$ cat src/rtl/tcw_pkg.sv
// ----------------------------------------------------------------------------
// tcw_pkg: shared types and constants of the text console tile writer
// Request/result payloads, decoded command format, back-end states.
// ----------------------------------------------------------------------------
package tcw_pkg;

  localparam int POS_W      = 5;
  localparam int CELL_W     = 8;
  localparam int SCREEN_AW  = 10;
  localparam int MAP_AW     = SCREEN_AW + 1;
  localparam int MAP_DEPTH  = 1 << MAP_AW;

  localparam int MAP_COLUMNS_DEF  = 32;
  localparam int VISIBLE_ROWS_DEF = 24;
  localparam int QUEUE_DEPTH_DEF  = 2;

  localparam logic [CELL_W-1:0] BLANK_CELL       = 8'h20;
  localparam logic [CELL_W-1:0] CODE_LINE_FEED   = 8'd10;
  localparam logic [CELL_W-1:0] CODE_CARRIAGE_RET = 8'd13;

  localparam logic [1:0] REQ_WRITE      = 2'd0;
  localparam logic [1:0] REQ_SET_CURSOR = 2'd1;
  localparam logic [1:0] REQ_READ       = 2'd2;

  typedef struct packed {
    logic [1:0]        req_type;
    logic [CELL_W-1:0] char_code;
    logic [POS_W-1:0]  row;
    logic [POS_W-1:0]  column;
  } req_t;

  typedef struct packed {
    logic [POS_W-1:0]  cursor_row;
    logic [POS_W-1:0]  cursor_column;
    logic [CELL_W-1:0] cell_value;
    logic              scrolled;
  } res_t;

  typedef enum logic [2:0] {
    CMD_NONE,
    CMD_PUT,
    CMD_LINE_FEED,
    CMD_RETURN,
    CMD_SET_CURSOR,
    CMD_READ
  } cmd_kind_t;

  typedef struct packed {
    cmd_kind_t         kind;
    logic [CELL_W-1:0] code;
    logic [POS_W-1:0]  row;
    logic [POS_W-1:0]  column;
  } cmd_t;

  typedef enum logic [2:0] {
    B_CLEAR,
    B_IDLE,
    B_EXEC,
    B_READ_WAIT,
    B_SCROLL
  } back_state_t;

endpackage

$ cat src/rtl/tcw_queue.sv
// ----------------------------------------------------------------------------
// tcw_queue: command queue between front and back
// Small register FIFO so either side can stall on its own.
// ----------------------------------------------------------------------------
module tcw_queue import tcw_pkg::*; #(
  parameter int DEPTH = QUEUE_DEPTH_DEF
) (
  input  logic clk,
  input  logic rst,
  input  logic push,
  input  cmd_t push_cmd,
  input  logic pop,
  output cmd_t head,
  output logic not_empty,
  output logic not_full
);

  localparam int PTR_W = (DEPTH > 1) ? $clog2(DEPTH) : 1;
  localparam int CNT_W = $clog2(DEPTH + 1);

  cmd_t             slots [DEPTH];
  logic [PTR_W-1:0] wr_ptr;
  logic [PTR_W-1:0] rd_ptr;
  logic [CNT_W-1:0] count;

  assign not_empty = (count != '0);
  assign not_full  = (count != CNT_W'(DEPTH));
  assign head      = slots[rd_ptr];

  always_ff @(posedge clk) begin
    if (rst) begin
      wr_ptr <= '0;
      rd_ptr <= '0;
      count  <= '0;
    end else begin
      if (push) begin
        wr_ptr <= (wr_ptr == PTR_W'(DEPTH - 1)) ? '0 : wr_ptr + 1'b1;
      end
      if (pop) begin
        rd_ptr <= (rd_ptr == PTR_W'(DEPTH - 1)) ? '0 : rd_ptr + 1'b1;
      end
      if (push && !pop) begin
        count <= count + 1'b1;
      end else if (pop && !push) begin
        count <= count - 1'b1;
      end
    end
    if (push) begin
      slots[wr_ptr] <= push_cmd;
    end
  end

  a_no_overflow: assert property (@(posedge clk) disable iff (rst)
    (push && !pop) |-> (count < CNT_W'(DEPTH)))
    else $error("command queue overflow");

endmodule

$ cat config.mk
export PLATFORM = sky130hd
export DESIGN_NAME = tcw_queue
export DESIGN_NICKNAME = d
export VERILOG_FILES = /design/src/rtl/tcw_pkg.sv /design/src/rtl/tcw_queue.sv
export SDC_FILE = /design/constraint.sdc
export NUM_CORES = 1
export LEC_CHECK = 0
export BUFFER_PORTS_ARGS = -buffer_cell sky130_fd_sc_hd__buf_2
export CORE_UTILIZATION = 53
export CTS_BUF_LIST = sky130_fd_sc_hd__clkbuf_2 sky130_fd_sc_hd__clkbuf_4 sky130_fd_sc_hd__clkbuf_8
export DETAILED_ROUTE_END_ITERATION = 6
export PLACE_DENSITY_LB_ADDON = 0.2
export SLEW_MARGIN = 20
export SYNTH_ARGS = -nofsm -noshare
export SYNTH_HDL_FRONTEND = slang
export SYNTH_SLANG_ARGS = --single-unit
$ cat constraint.sdc
create_clock -name clk -period 2.1 [get_ports clk]
set_input_delay 0.105 -clock clk [delete_from_list [all_inputs] [get_ports clk]]
set_output_delay 0.105 -clock clk [all_outputs]
set_load 0.005 [all_outputs]
==> flow_summary.json <==
{
  "die_h_um": 58.9,
  "h-tree-depth": 2,
  "via_per_inst": 4.69,
  "instances_no_fill": 209,
  "synth_top_area_share_pct": 73.5,
  "die_w_um": 58.9,
  "critPathArrivalTime_ps": 1450,
  "vdd_drop_max_uv": 853,
  "drive_above_1_share_pct": 35.8,
  "grt_remaining_overflow": 0,
  "cp_max_fo": 21,
  "post_cts_buffers": 0,
  "initial_core_util_pct": 56.2,
  "fin_util_pct": 75.9,
  "grt_pass1_wl_mm": 4.23,
  "critPathKind": "register to output port",
  "grt.total_usage_pct": 17.8,
  "powerDensity_mw_per_mm2": 795,
  "r2r_end": "slots[0][6]$_DFFE_PP_",
  "drv_cap": 0,
  "antenna_found_initial": 0,
  "dpl.hpwl_mm": 1.74,
  "clkPwrFrac_pct": 27.3,
  "rsz0062_at_grt": "false",
  "holdBufCountCts": 22,
  "slew_headroom_pct": 64.1,
  "worstSetupEndpoint": "head[14]",
  "r2r_start": "wr_ptr$_SDFFE_PP0P_",
  "layout.nets": 190,
  "synthCells": 87,
  "io_buffers": 47,
  "p_leak_nw": 0.904,
  "cts_buffers": 5,
  "finClkSkew_ps": 6.28,
  "io_pins": 48,
  "pre_cts_ws_ps": 681,
  "setup_viol": 0,
  "finalInstanceArea_sq_mm": 0.00232,
  "slew_viol_final": 0,
  "synth-seq-cells": 47,
  "fin_crit_ps": 1550,
  "cts_resized": 0,
  "status": "completed",
  "ys_warn_count": 0,
  "post-place-cells": 179,
  "clock_path_buffers": 2,
  "grt_pass1_vias": 1001,
  "worst_setup_path_end_kind": "output port",
  "wl_mm": 2.79,
  "ys_seq_area_share_pct": 79.4,
  "hp-class": "input port to register",
  "ys_top_cells_by_area": "edfxtp_1, mux2_1, dfxtp_1, xnor2_1, xor2_1",
  "crit_path_start_kind": "register",
  "place_area_sq_mm": 0.00202,
  "detail_route.first_pass.iterations": 4,
  "n_antenna_cell": 0,
  "cts_root_buffer": "clkbuf_4",
  "hold_violations": 0,
  "synth_area_leader_cell": "edfxtp_1",
  "critPathRequiredTime_ps": 2000,
  "vias": 980,
  "fp-row-count": 20,
  "fin_tns_setup_ps": 0,
  "drc": 0,
  "p_comb_share_pct": 12.7,
  "drtIter0Drc": 20,
  "finalWorstSetupSlack_ps": 548,
  "fmax_mhz": 644,
  "insertion_delay_ps": 340,
  "wl_per_cell_um": 13.3,
  "p_int_mw": 1.46,
  "syn-num-nets": 113,
  "antenna_left": 0,
  "worst_hold_slack_ps": 45.4,
  "syn_area_per_cell_sq_um": 19.7,
  "cts.sinks": 47,
  "syn_area_sq_mm": 0.00172,
  "syn_to_final_growth_pct": 35.1,
  "reg2reg_depth": 2,
  "die-area_sq_mm": 0.00347,
  "reg2reg_slack_ps": 670,
  "coreArea_sq_mm": 0.00305,
  "p_total_mw": 1.84,
  "swShare_pct": 20.7,
  "grt_max_degree": 22,
  "path_clk_slew_ps": 120,
  "synth_cell_types": 17,
  "tritoncts": "yes",
  "worst_slew_pin_slew_ps": 536,
  "seq_power_share_pct": 60.0,
  "p_switching_uw": 382,
  "min_period_over_period_pct": 73.9,
  "gp_congestion": 0.633
}
-- final cells by class --
| class | count | area, sq um |
|---|---|---|
| fillers | 215 | 736 |
| clock inverters | 3 | 38.8 |
| multi-input cells | 37 | 343 |
| flip-flops and latches | 47 | 1360 |
| inverters | 1 | 3.75 |
| clock buffers | 5 | 37.5 |
| well taps | 44 | 55.1 |
| repair buffers | 72 | 478 |
-- cells in the final DEF, fill, tap and decap left out, drive strengths merged, types with 2 or more instances in the layout --
cell and n:
xnor2 2, dlygate4sd3 22, mux2 21, edfxtp 42
xor2 2, nor2 4, clkbuf 5, dfxtp 5
clkinv 2, buf 50
-- cells by family (layout without fill, tap and decap cells) --
group,count (synthesis),after routing,synth area share (%)
muxes,21,21,13.8
DFF,47,47,79.4
buffers and inverters,3,81,0.802
AOI/OAI and AO/OA,2,2,0.583
and+or+nand+nor,9,9,2.70
xor gates and xnor gates,4,4,2.04
adders and majority gates,1,1,0.729
-- metal layers --
metal	track usage, %	part of all wire (%)	vias to the layer above
met5	0	0	-
met2	33.4	56	30
met4	9.18	1.4	0
met1	17.3	38	462
met3	5.27	4.3	5
li1	-	-	483
-- power by group through the flow --
stage | combinational [mW] | clock, mW | sequential (mW)
detailed placement | 0.204 | 0 | 1.13
finish | 0.234 | 0.503 | 1.10
global placement | 0.199 | 0 | 1.12
floorplan | 0.107 | 0 | 1.12
CTS | 0.238 | 0.517 | 1.11
global route | 0.260 | 0.554 | 1.11
-- flip-flops by register name, summed over array words and instances, names as in the netlist, named ones only --
| name | flops |
|---|---|
| rd_ptr | 1 |
| wr_ptr | 1 |
| count | 2 |
| slots | 42 |
-- cells in the mapped netlist --
master and n:
xor2_1 2, nor2b_1 1, ha_1 1, or2_1 1, and2_1 1, o21ai_0 1, inv_1 1, nor2_1 4
edfxtp_1 42, mux2_1 20, dfxtp_1 5, mux2_2 1, buf_2 2, a21oi_1 1, nand2b_1 1, xnor2_1 2
or3_1 1
-- critical path: stages (launching register included) --
cell and delay, ps:
dfxtp_1 330, buf_4 280, mux2_1 370, buf_2 130
-- worst min-delay path by stage --
stage,startpoint,to,slack [ps],depth (start not counted)
floorplan,rst,count[1]$_SDFFE_PP0P_,170,1
global placement,push_cmd[11],slots[0][11]$_DFFE_PP_,290,1
detailed placement,push_cmd[14],slots[0][14]$_DFFE_PP_,300,1
CTS,push,wr_ptr$_SDFFE_PP0P_,30,3
global route,pop,register,60,3
finish,push,wr_ptr$_SDFFE_PP0P_,50,3
Note: power is estimated with default switching activity, not from simulation.
