File: src/rtl/tcw_pkg.sv
// ----------------------------------------------------------------------------
// tcw_pkg: shared types and constants of the text console tile writer
// Request/result payloads, decoded command format, back-end states.
// ----------------------------------------------------------------------------
package tcw_pkg;

  localparam int POS_W      = 5;
  localparam int CELL_W     = 8;
  localparam int SCREEN_AW  = 10;
  localparam int MAP_AW     = SCREEN_AW + 1;
  localparam int MAP_DEPTH  = 1 << MAP_AW;

  localparam int MAP_COLUMNS_DEF  = 32;
  localparam int VISIBLE_ROWS_DEF = 24;
  localparam int QUEUE_DEPTH_DEF  = 2;

  localparam logic [CELL_W-1:0] BLANK_CELL       = 8'h20;
  localparam logic [CELL_W-1:0] CODE_LINE_FEED   = 8'd10;
  localparam logic [CELL_W-1:0] CODE_CARRIAGE_RET = 8'd13;

  localparam logic [1:0] REQ_WRITE      = 2'd0;
  localparam logic [1:0] REQ_SET_CURSOR = 2'd1;
  localparam logic [1:0] REQ_READ       = 2'd2;

  typedef struct packed {
    logic [1:0]        req_type;
    logic [CELL_W-1:0] char_code;
    logic [POS_W-1:0]  row;
    logic [POS_W-1:0]  column;
  } req_t;

  typedef struct packed {
    logic [POS_W-1:0]  cursor_row;
    logic [POS_W-1:0]  cursor_column;
    logic [CELL_W-1:0] cell_value;
    logic              scrolled;
  } res_t;

  typedef enum logic [2:0] {
    CMD_NONE,
    CMD_PUT,
    CMD_LINE_FEED,
    CMD_RETURN,
    CMD_SET_CURSOR,
    CMD_READ
  } cmd_kind_t;

  typedef struct packed {
    cmd_kind_t         kind;
    logic [CELL_W-1:0] code;
    logic [POS_W-1:0]  row;
    logic [POS_W-1:0]  column;
  } cmd_t;

  typedef enum logic [2:0] {
    B_CLEAR,
    B_IDLE,
    B_EXEC,
    B_READ_WAIT,
    B_SCROLL
  } back_state_t;

endpackage

File: src/rtl/tcw_front.sv
// ----------------------------------------------------------------------------
// tcw_front: request intake and classification
// Takes a request, decodes it into a command and hands it to the queue.
// ----------------------------------------------------------------------------
module tcw_front import tcw_pkg::*; (
  input  logic clk,
  input  logic rst,
  input  logic start,
  output logic busy,
  input  req_t req,
  input  logic clearing,
  input  logic q_ready,
  output logic push,
  output cmd_t push_cmd
);

  logic fvalid;
  cmd_t cmd;
  logic accept;

  function automatic cmd_t classify(input req_t r);
    cmd_t c;
    c.code   = r.char_code;
    c.row    = r.row;
    c.column = r.column;
    unique case (r.req_type)
      REQ_WRITE: begin
        if (r.char_code == CODE_LINE_FEED) begin
          c.kind = CMD_LINE_FEED;
        end else if (r.char_code == CODE_CARRIAGE_RET) begin
          c.kind = CMD_RETURN;
        end else begin
          c.kind = CMD_PUT;
        end
      end
      REQ_SET_CURSOR: c.kind = CMD_SET_CURSOR;
      REQ_READ:       c.kind = CMD_READ;
      default:        c.kind = CMD_NONE;
    endcase
    return c;
  endfunction

  assign busy     = clearing || (fvalid && !q_ready);
  assign accept   = start && !busy;
  assign push     = fvalid && q_ready;
  assign push_cmd = cmd;

  always_ff @(posedge clk) begin
    if (rst) begin
      fvalid <= 1'b0;
    end else if (accept) begin
      fvalid <= 1'b1;
    end else if (push) begin
      fvalid <= 1'b0;
    end
    if (accept) begin
      cmd <= classify(req);
    end
  end

endmodule

File: config.mk
export PLATFORM = sky130hd
export DESIGN_NAME = tcw_front
export DESIGN_NICKNAME = d
export VERILOG_FILES = /design/src/rtl/tcw_pkg.sv /design/src/rtl/tcw_front.sv
export SDC_FILE = /design/constraint.sdc
export NUM_CORES = 1
export LEC_CHECK = 0
export ABC_CLOCK_PERIOD_IN_PS = 1600
export BUFFER_PORTS_ARGS = -buffer_cell sky130_fd_sc_hd__buf_2
export CAP_MARGIN = 30
export CORE_MARGIN = 8
export CORE_UTILIZATION = 37
export CTS_CLUSTER_DIAMETER = 100
export DETAILED_ROUTE_END_ITERATION = 10
export PLACE_DENSITY = 0.74
export SYNTH_ARGS = -nofsm -noshare
export SYNTH_HDL_FRONTEND = slang
export SYNTH_SLANG_ARGS = --single-unit
File: constraint.sdc
create_clock -name clk -period 1.6 [get_ports clk]
set_input_delay 0.16 -clock clk [delete_from_list [all_inputs] [get_ports clk]]
set_output_delay 0.16 -clock clk [all_outputs]
set_load 0.01 [all_outputs]
==> results by group, run 1 <==
Clocking
  – Clock Path Buffers: 2
  – # H-tree levels: 1
  – Post-CTS setup buffer count: 0
  – Root buffer cell: clkbuf_4
  – Hold-fix buffers at CTS: 1
  – Reg clk slew, reported paths: approximately 110 ps
  – Clk sinks: 22
  – Worst skew pair latency: about 300 ps
  – CTS tree: yes
  – Resized Gates After CTS: 0
  – Num CTS Buffers: 3

Floorplanning
  – Chip width: 62.0 µm
  – Die area: 3850 µm²
  – Row cnt: 16
  – Core area: approximately 2000 µm²
  – # IOs: 48
  – DIE HEIGHT: between 60 and 70 µm
  – Initial core utilization: 39.6%

Detailed routing
  – DRC: 0
  – Vias per inst: roughly 4.3
  – Routed WL: approximately 1600 µm
  – DR WL/cell: roughly 13 µm
  – DR pass1 iterations: 3
  – 1st-iter DRT viols: 8
  – DRT antenna net count: 0
  – Vias: roughly 530

Setup path
  – Critical Path Max Stage Delay: about 320 ps
  – Cells along the critical path: nand2b_1 > nand2b_1 > nor2_2 > buf_4
  – WP data required: 1590 ps
  – Worst setup EP type: register
  – Critical Path Fanout Max: 21
  – Crit path buffers/inverters: 1
  – Crit-path most repeated cell: nand2b_1
  – Critical Path Slowest Stage Cell: dfxtp_1
  – Delay-heaviest family, CP: flip-flops
  – WP data arrival: 1120 ps
  – Crit Path Class: register to register
  – Critical Path Start Type: register

STA
  – Setup violations, final: 0
  – Final Cycle Share: ~71%
  – Final hold violations: 0
  – Slew Viols, Final: 0
  – Slew @ Worst Pin: about 280 ps
  – Relative slew slack: 81.3%
  – Clock Skews: between 9 and 10 ps
  – Final worst path period need: around 1100 ps
  – Setup TNS: 0 ps
  – Highest clock rate: around 0.88 GHz
  – RSZ-0062 raised after global routing: false

Power and ir drop
  – Combinational power share: 10.3%
  – Sequential power share: approximately two thirds
  – Cell Pwr Density: approximately 920 nW/µm²
  – P_sw: between 200 and 250 µW
  – Int Power: roughly 810 µW
  – Peak supply drop: ~0.4 mV
  – Leak: between 0.4 and 0.5 nW
  – Sw frac: roughly a fifth
  – Clock share of power: about a quarter

Synth
  – Post-Synthesis Cells: 42
  – Distinct cells, synth: 14
  – Syn nets: 69
  – Seq/Total Area, Yosys: 82.9%
  – Number of synthesized flops with an enable pin: 21
  – Synth area leader: edfxtp_1
  – Mapped Avg Cell Area: between 15 and 20 µm²
  – Syn Std Cell Area: 785 µm²
  – Warnings from Yosys: 0
  – Flops & latches, synth: 22
  – Synth Flop Type: edfxtp_1
  – Synth top area share: between 80% and 90%
  – Largest cells by area after synthesis: edfxtp_1 80%, ha_1 3.2%, dfxtp_1 2.6%
  – Asr flop ratio synth: 0%

Layout
  – Layout cells sized above 1: a little under three fifths
  – Fin nets: around 120
  – Most frequent cells in the layout: 47 x buf_2, 21 x edfxtp_1, 4 x inv_1, 3 x nand2b_1, 3 x clkbuf_4
  – Filler cells: 156
  – Area growth syn-to-layout: 40.2%
  – Most common cell after layout, fill and taps aside: buf_2
  – Post-route cell area: 1100 µm²
  – Ant diodes: 0
  – Fin util: 55.5%

Place
  – Global placement routability congestion: roughly 0.65
  – Post-DP HPWL: 1350 µm
  – Placed cell area: 1060 µm²
  – Port Buffers: 47

GRT
  – Largest net degree at the start of global routing: 22
  – Total GRT Usage: about 8.6%
  – Grt total ovfl: 0
  – Vias in the first global route: 503
  – Initial antenna violation count: 0
  – First-pass GRT wire length: 2280 µm

Min path
  – Hold Crit Class: primary input to register

Outcome
  – Status: complete, no violations

Run
  – Max cap viols: 0
## cells by family (layout without fill, tap and decap cells)
family,count (synthesis),count (layout),synth area share (%)
AOI/OAI and AO/OA,4,4,4.47
buffers and inverters,4,57,1.91
DFF,22,22,82.9
adders and majority gates,2,2,3.19
and+or+nand+nor,10,10,7.50
## layout make-up
| type | count | area, µm² | share of cell area [%] |
|---|---|---|---|
| flip-flops and latches | 22 | 651 | 59.2 |
| repair buffers | 49 | 253 | 23.0 |
| multi-input cells | 16 | 121 | 11.0 |
| well taps | 27 | 33.8 | 3.07 |
| clock buffers | 4 | 26.3 | 2.39 |
| inverters | 4 | 15.0 | 1.37 |
## synthesized netlist by cell type, types with 2 or more instances
master and count:
a21oi_1 2, inv_1 4, nor2_1 2, ha_1 2, nand2b_1 3, edfxtp_1 21
## sequential cells by signal, indices dropped and copies added, names as in the netlist
signal,cells
fvalid,1
push_cmd,21
## power groups by stage
stage                     Combinational (mW)  Clock (mW)  Sequential [mW]
final                                  0.105       0.244            0.665
after global routing                   0.116       0.281            0.668
after CTS                              0.107       0.257            0.666
after detailed placement               0.105           0            0.679
after global placement                 0.103           0            0.678
after floorplan                       0.0266           0            0.693
## per-stage QoR
step           hold WS [ps]  total power, mW  std cells  setup slack (ps)
2_1_floorplan           229            0.720         42               139
3_3_place_gp            315            0.781        117               339
3_5_place_dp            325            0.784        117               297
4_1_cts                21.4             1.03        122               457
5_1_grt                10.6             1.07        122               397
6_report               29.6             1.01        122               468
## layer usage
metal / wire length (µm) / vias up / global-route usage [%]
met5: 0 / - / 0
met4: 51 / 0 / 7.79
met3: 238 / 4 / 2.06
met2: 764 / 29 / 13.9
met1: 591 / 230 / 9.12
li1: - / 264 / -
## worst paths after layout
check | cells after the start | start | end | slack (ps)
worst max-delay path | 4 | fvalid$_SDFFE_PP0P_ | push_cmd[16]$_DFFE_PP_ | 470
worst min-delay path | 1 | req[9] | push_cmd[9]$_DFFE_PP_ | 30
worst max register to register | 4 | fvalid$_SDFFE_PP0P_ | push_cmd[16]$_DFFE_PP_ | 470
worst min register to register | 2 | fvalid$_SDFFE_PP0P_ | fvalid$_SDFFE_PP0P_ | 500
(Power assumes the default switching activity.)
==> run 2: changes to the inputs <==
ABC_CLOCK_PERIOD_IN_PS = 1100   (was 1600)
CORE_UTILIZATION = 40   (was 37)
PLACE_DENSITY = 0.76   (was 0.74)
clock period = 1.1 ns   (was 1.6 ns; I/O delays follow)
==> results by group, run 2 (synthesis results as in run 1) <==
Place
  – DP Cell Count: 119 (+1.7%)
  – Global placement routability congestion: 0.700 (+8.0%)
  – Placed cell area: 1100 µm² (+3.1%)
  – Pre-CTS setup slack: -88.9 ps (-386 ps)
  – Post-DP HPWL: 1420 µm (+4.9%)
  – Port Buffers: 47 (unchanged)

Layout
  – Post-route cell area: 1320 µm² (+20%)
  – Layout cells sized above 1: 50.4% (-6.4 points)
  – Non-filler cells, final: 142 (+16%)
  – Max reg flops: 21 (unchanged)
  – Fin util: 69.1% (+14 points)
  – Ant diodes: 0 (unchanged)
  – Area growth syn-to-layout: 67.6%
  – Fin nets: 143 (+16%)
  – Filler cells: 117 (-25%)
  – Most common cell after layout, fill and taps aside: buf_2
  – Most frequent cells in the layout: 47 x buf_2, 21 x edfxtp_1, 18 x dlygate4sd3_1, 4 x inv_1

Clocking
  – Clk sinks: 22 (unchanged)
  – Reg clk slew, reported paths: 110 ps (about the same)
  – # H-tree levels: 1 (unchanged)
  – Num CTS Buffers: 3 (unchanged)
  – Root buffer cell: clkbuf_4
  – CTS tree: yes
  – Worst skew pair latency: 290 ps (about the same)
  – Clock Path Buffers: 2 (unchanged)

Floorplanning
  – Die area: 3630 µm² (-5.6%)
  – Core area: 1900 µm² (-4.0%)
  – Initial core utilization: 41.2% (+1.7 points)
  – Chip width: 60.3 µm (-2.8%)
  – Row cnt: 16 (unchanged)
  – # IOs: 48 (unchanged)
  – DIE HEIGHT: 60.3 µm (-2.8%)

STA
  – Highest clock rate: just over 0.9 GHz
  – Final Cycle Share: 100%
  – Relative slew slack: 79.8% (-1.6 points)
  – Slew Viols, Final: 0 (unchanged)
  – Final worst path period need: around 1100 ps
  – Final hold violations: 0 (unchanged)
  – RSZ-0062 raised after global routing: true
  – Worst Slack Setup Final: -3.32 ps (-471 ps)
  – Setup violations, final: 2 (+2)
  – Clock Skews: 3.18 ps (-5.94 ps)
  – Slew @ Worst Pin: 301 ps (+23.1 ps)

Setup path
  – Worst R2R Path Depth: 4 (unchanged)
  – Origin of the critical flop-to-flop path: fvalid$_SDFFE_PP0P_
  – Crit Path Class: register to output pin
  – WP data required: 990 ps (-600 ps)
  – Reg2reg end: push_cmd[8]$_DFFE_PP_
  – Flop2flop setup slack: -3 ps (-470 ps)
  – Critical Path Start Type: register
  – Critical Path Fanout Max: 2 (-90%)
  – Worst setup EP type: output pin
  – WP data arrival: 990 ps (-130 ps)

GRT
  – Largest net degree at the start of global routing: 16 (-27%)
  – Total GRT Usage: 11.3% (+2.7 points)
  – Vias in the first global route: 637 (+27%)
  – First-pass GRT wire length: 2950 µm (+29%)
  – Grt total ovfl: 0 (unchanged)
  – Initial antenna violation count: 0 (unchanged)

Outcome
  – Status: finished, violations left
  – Failing checks: setup timing

Detailed routing
  – DR WL/cell: 15.8 µm (+17%)
  – DRT antenna net count: 0 (unchanged)
  – 1st-iter DRT viols: 18 (+10)
  – Routed WL: 2240 µm (+36%)
  – Vias per inst: 4.49 (+4.0%)
  – DR pass1 iterations: 4 (+1)
  – Vias: 638 (+21%)
  – DRC: 0 (unchanged)

Power and ir drop
  – Cell Pwr Density: 1170 nW/µm² (+27%)
  – Leak: 0.564 nW (+19%)
  – Peak supply drop: 0.491 mV (+23%)
  – Total power: 1.54 mW (+52%)

Run
  – Max cap viols: 0 (unchanged)

Min path
  – Hold Path Depth: 1 (unchanged)
  – Hold Crit Class: primary input to register
  – Hold endpoint: push_cmd[10]$_DFFE_PP_
  – Worst Hold Launch: req[10]
==> run 2: worst max-delay path by stage <==
stage | from | end | slack (ps) | depth (start not counted)
2_1_floorplan | fvalid$_SDFFE_PP0P_ | push_cmd[0]$_DFFE_PP_ | -140 | 3
3_3_place_gp | req[10] | push_cmd[18]$_DFFE_PP_ | -70 | 3
3_5_place_dp | req[10] | push_cmd[18]$_DFFE_PP_ | -90 | 3
4_1_cts | fvalid$_SDFFE_PP0P_ | busy | -10 | 3
5_1_grt | fvalid$_SDFFE_PP0P_ | busy | -70 | 3
6_report | fvalid$_SDFFE_PP0P_ | busy | -3 | 3
==> run 2: timing repair <==
item                                    4_1_cts  5_1_grt
endpoints found under the hold margin        12        6
resized for setup                             1        1
setup buffers                                 1        0
hold buffers                                 12        6
endpoints found under the setup margin        1       22
==> run 2: layout make-up <==
type / instances / area (µm²) / share of cell area [%]
repair buffers: 69 / 462 / 35.1
clock inverters: 1 / 3.75 / 0.285
clock buffers: 3 / 22.5 / 1.71
multi-input cells: 16 / 126 / 9.61
inverters: 4 / 15.0 / 1.14
well taps: 27 / 33.8 / 2.57
flip-flops and latches: 22 / 652 / 49.6
==> run 2: report_power, final <==
| part | internal (mW) | switching [mW] | leakage (nW) |
|---|---|---|---|
| registers | 0.960 | 0.00833 | 0.205 |
| clock network | 0.132 | 0.213 | 0.0154 |
| logic | 0.124 | 0.0998 | 0.344 |
==> run 2: per-layer routing <==
metal | part of all wire, % | vias up | wire (µm) | track usage [%]
met2 | 52 | 36 | 1170 | 20.3
met3 | 11 | 6 | 242 | 3.87
li1 | - | 305 | - | -
met1 | 34 | 291 | 752 | 10.4
met5 | 0 | - | 0 | 0
met4 | 3.2 | 0 | 72 | 7.48
==> run 2: critical path, cell delays in order, from the launching register on <==
cell and delay, ps:
dfxtp_2 340, nand2b_1 70, nand2b_1 140, buf_2 160
==> run 2: metrics by stage <==
step	setup TNS (ps)	hold WS, ps
floorplan	-3030	179
global placement	-90.3	265
detailed placement	-140	276
CTS	-10.6	0.178
global route	-944	2.11
finish	-3.45	15.6
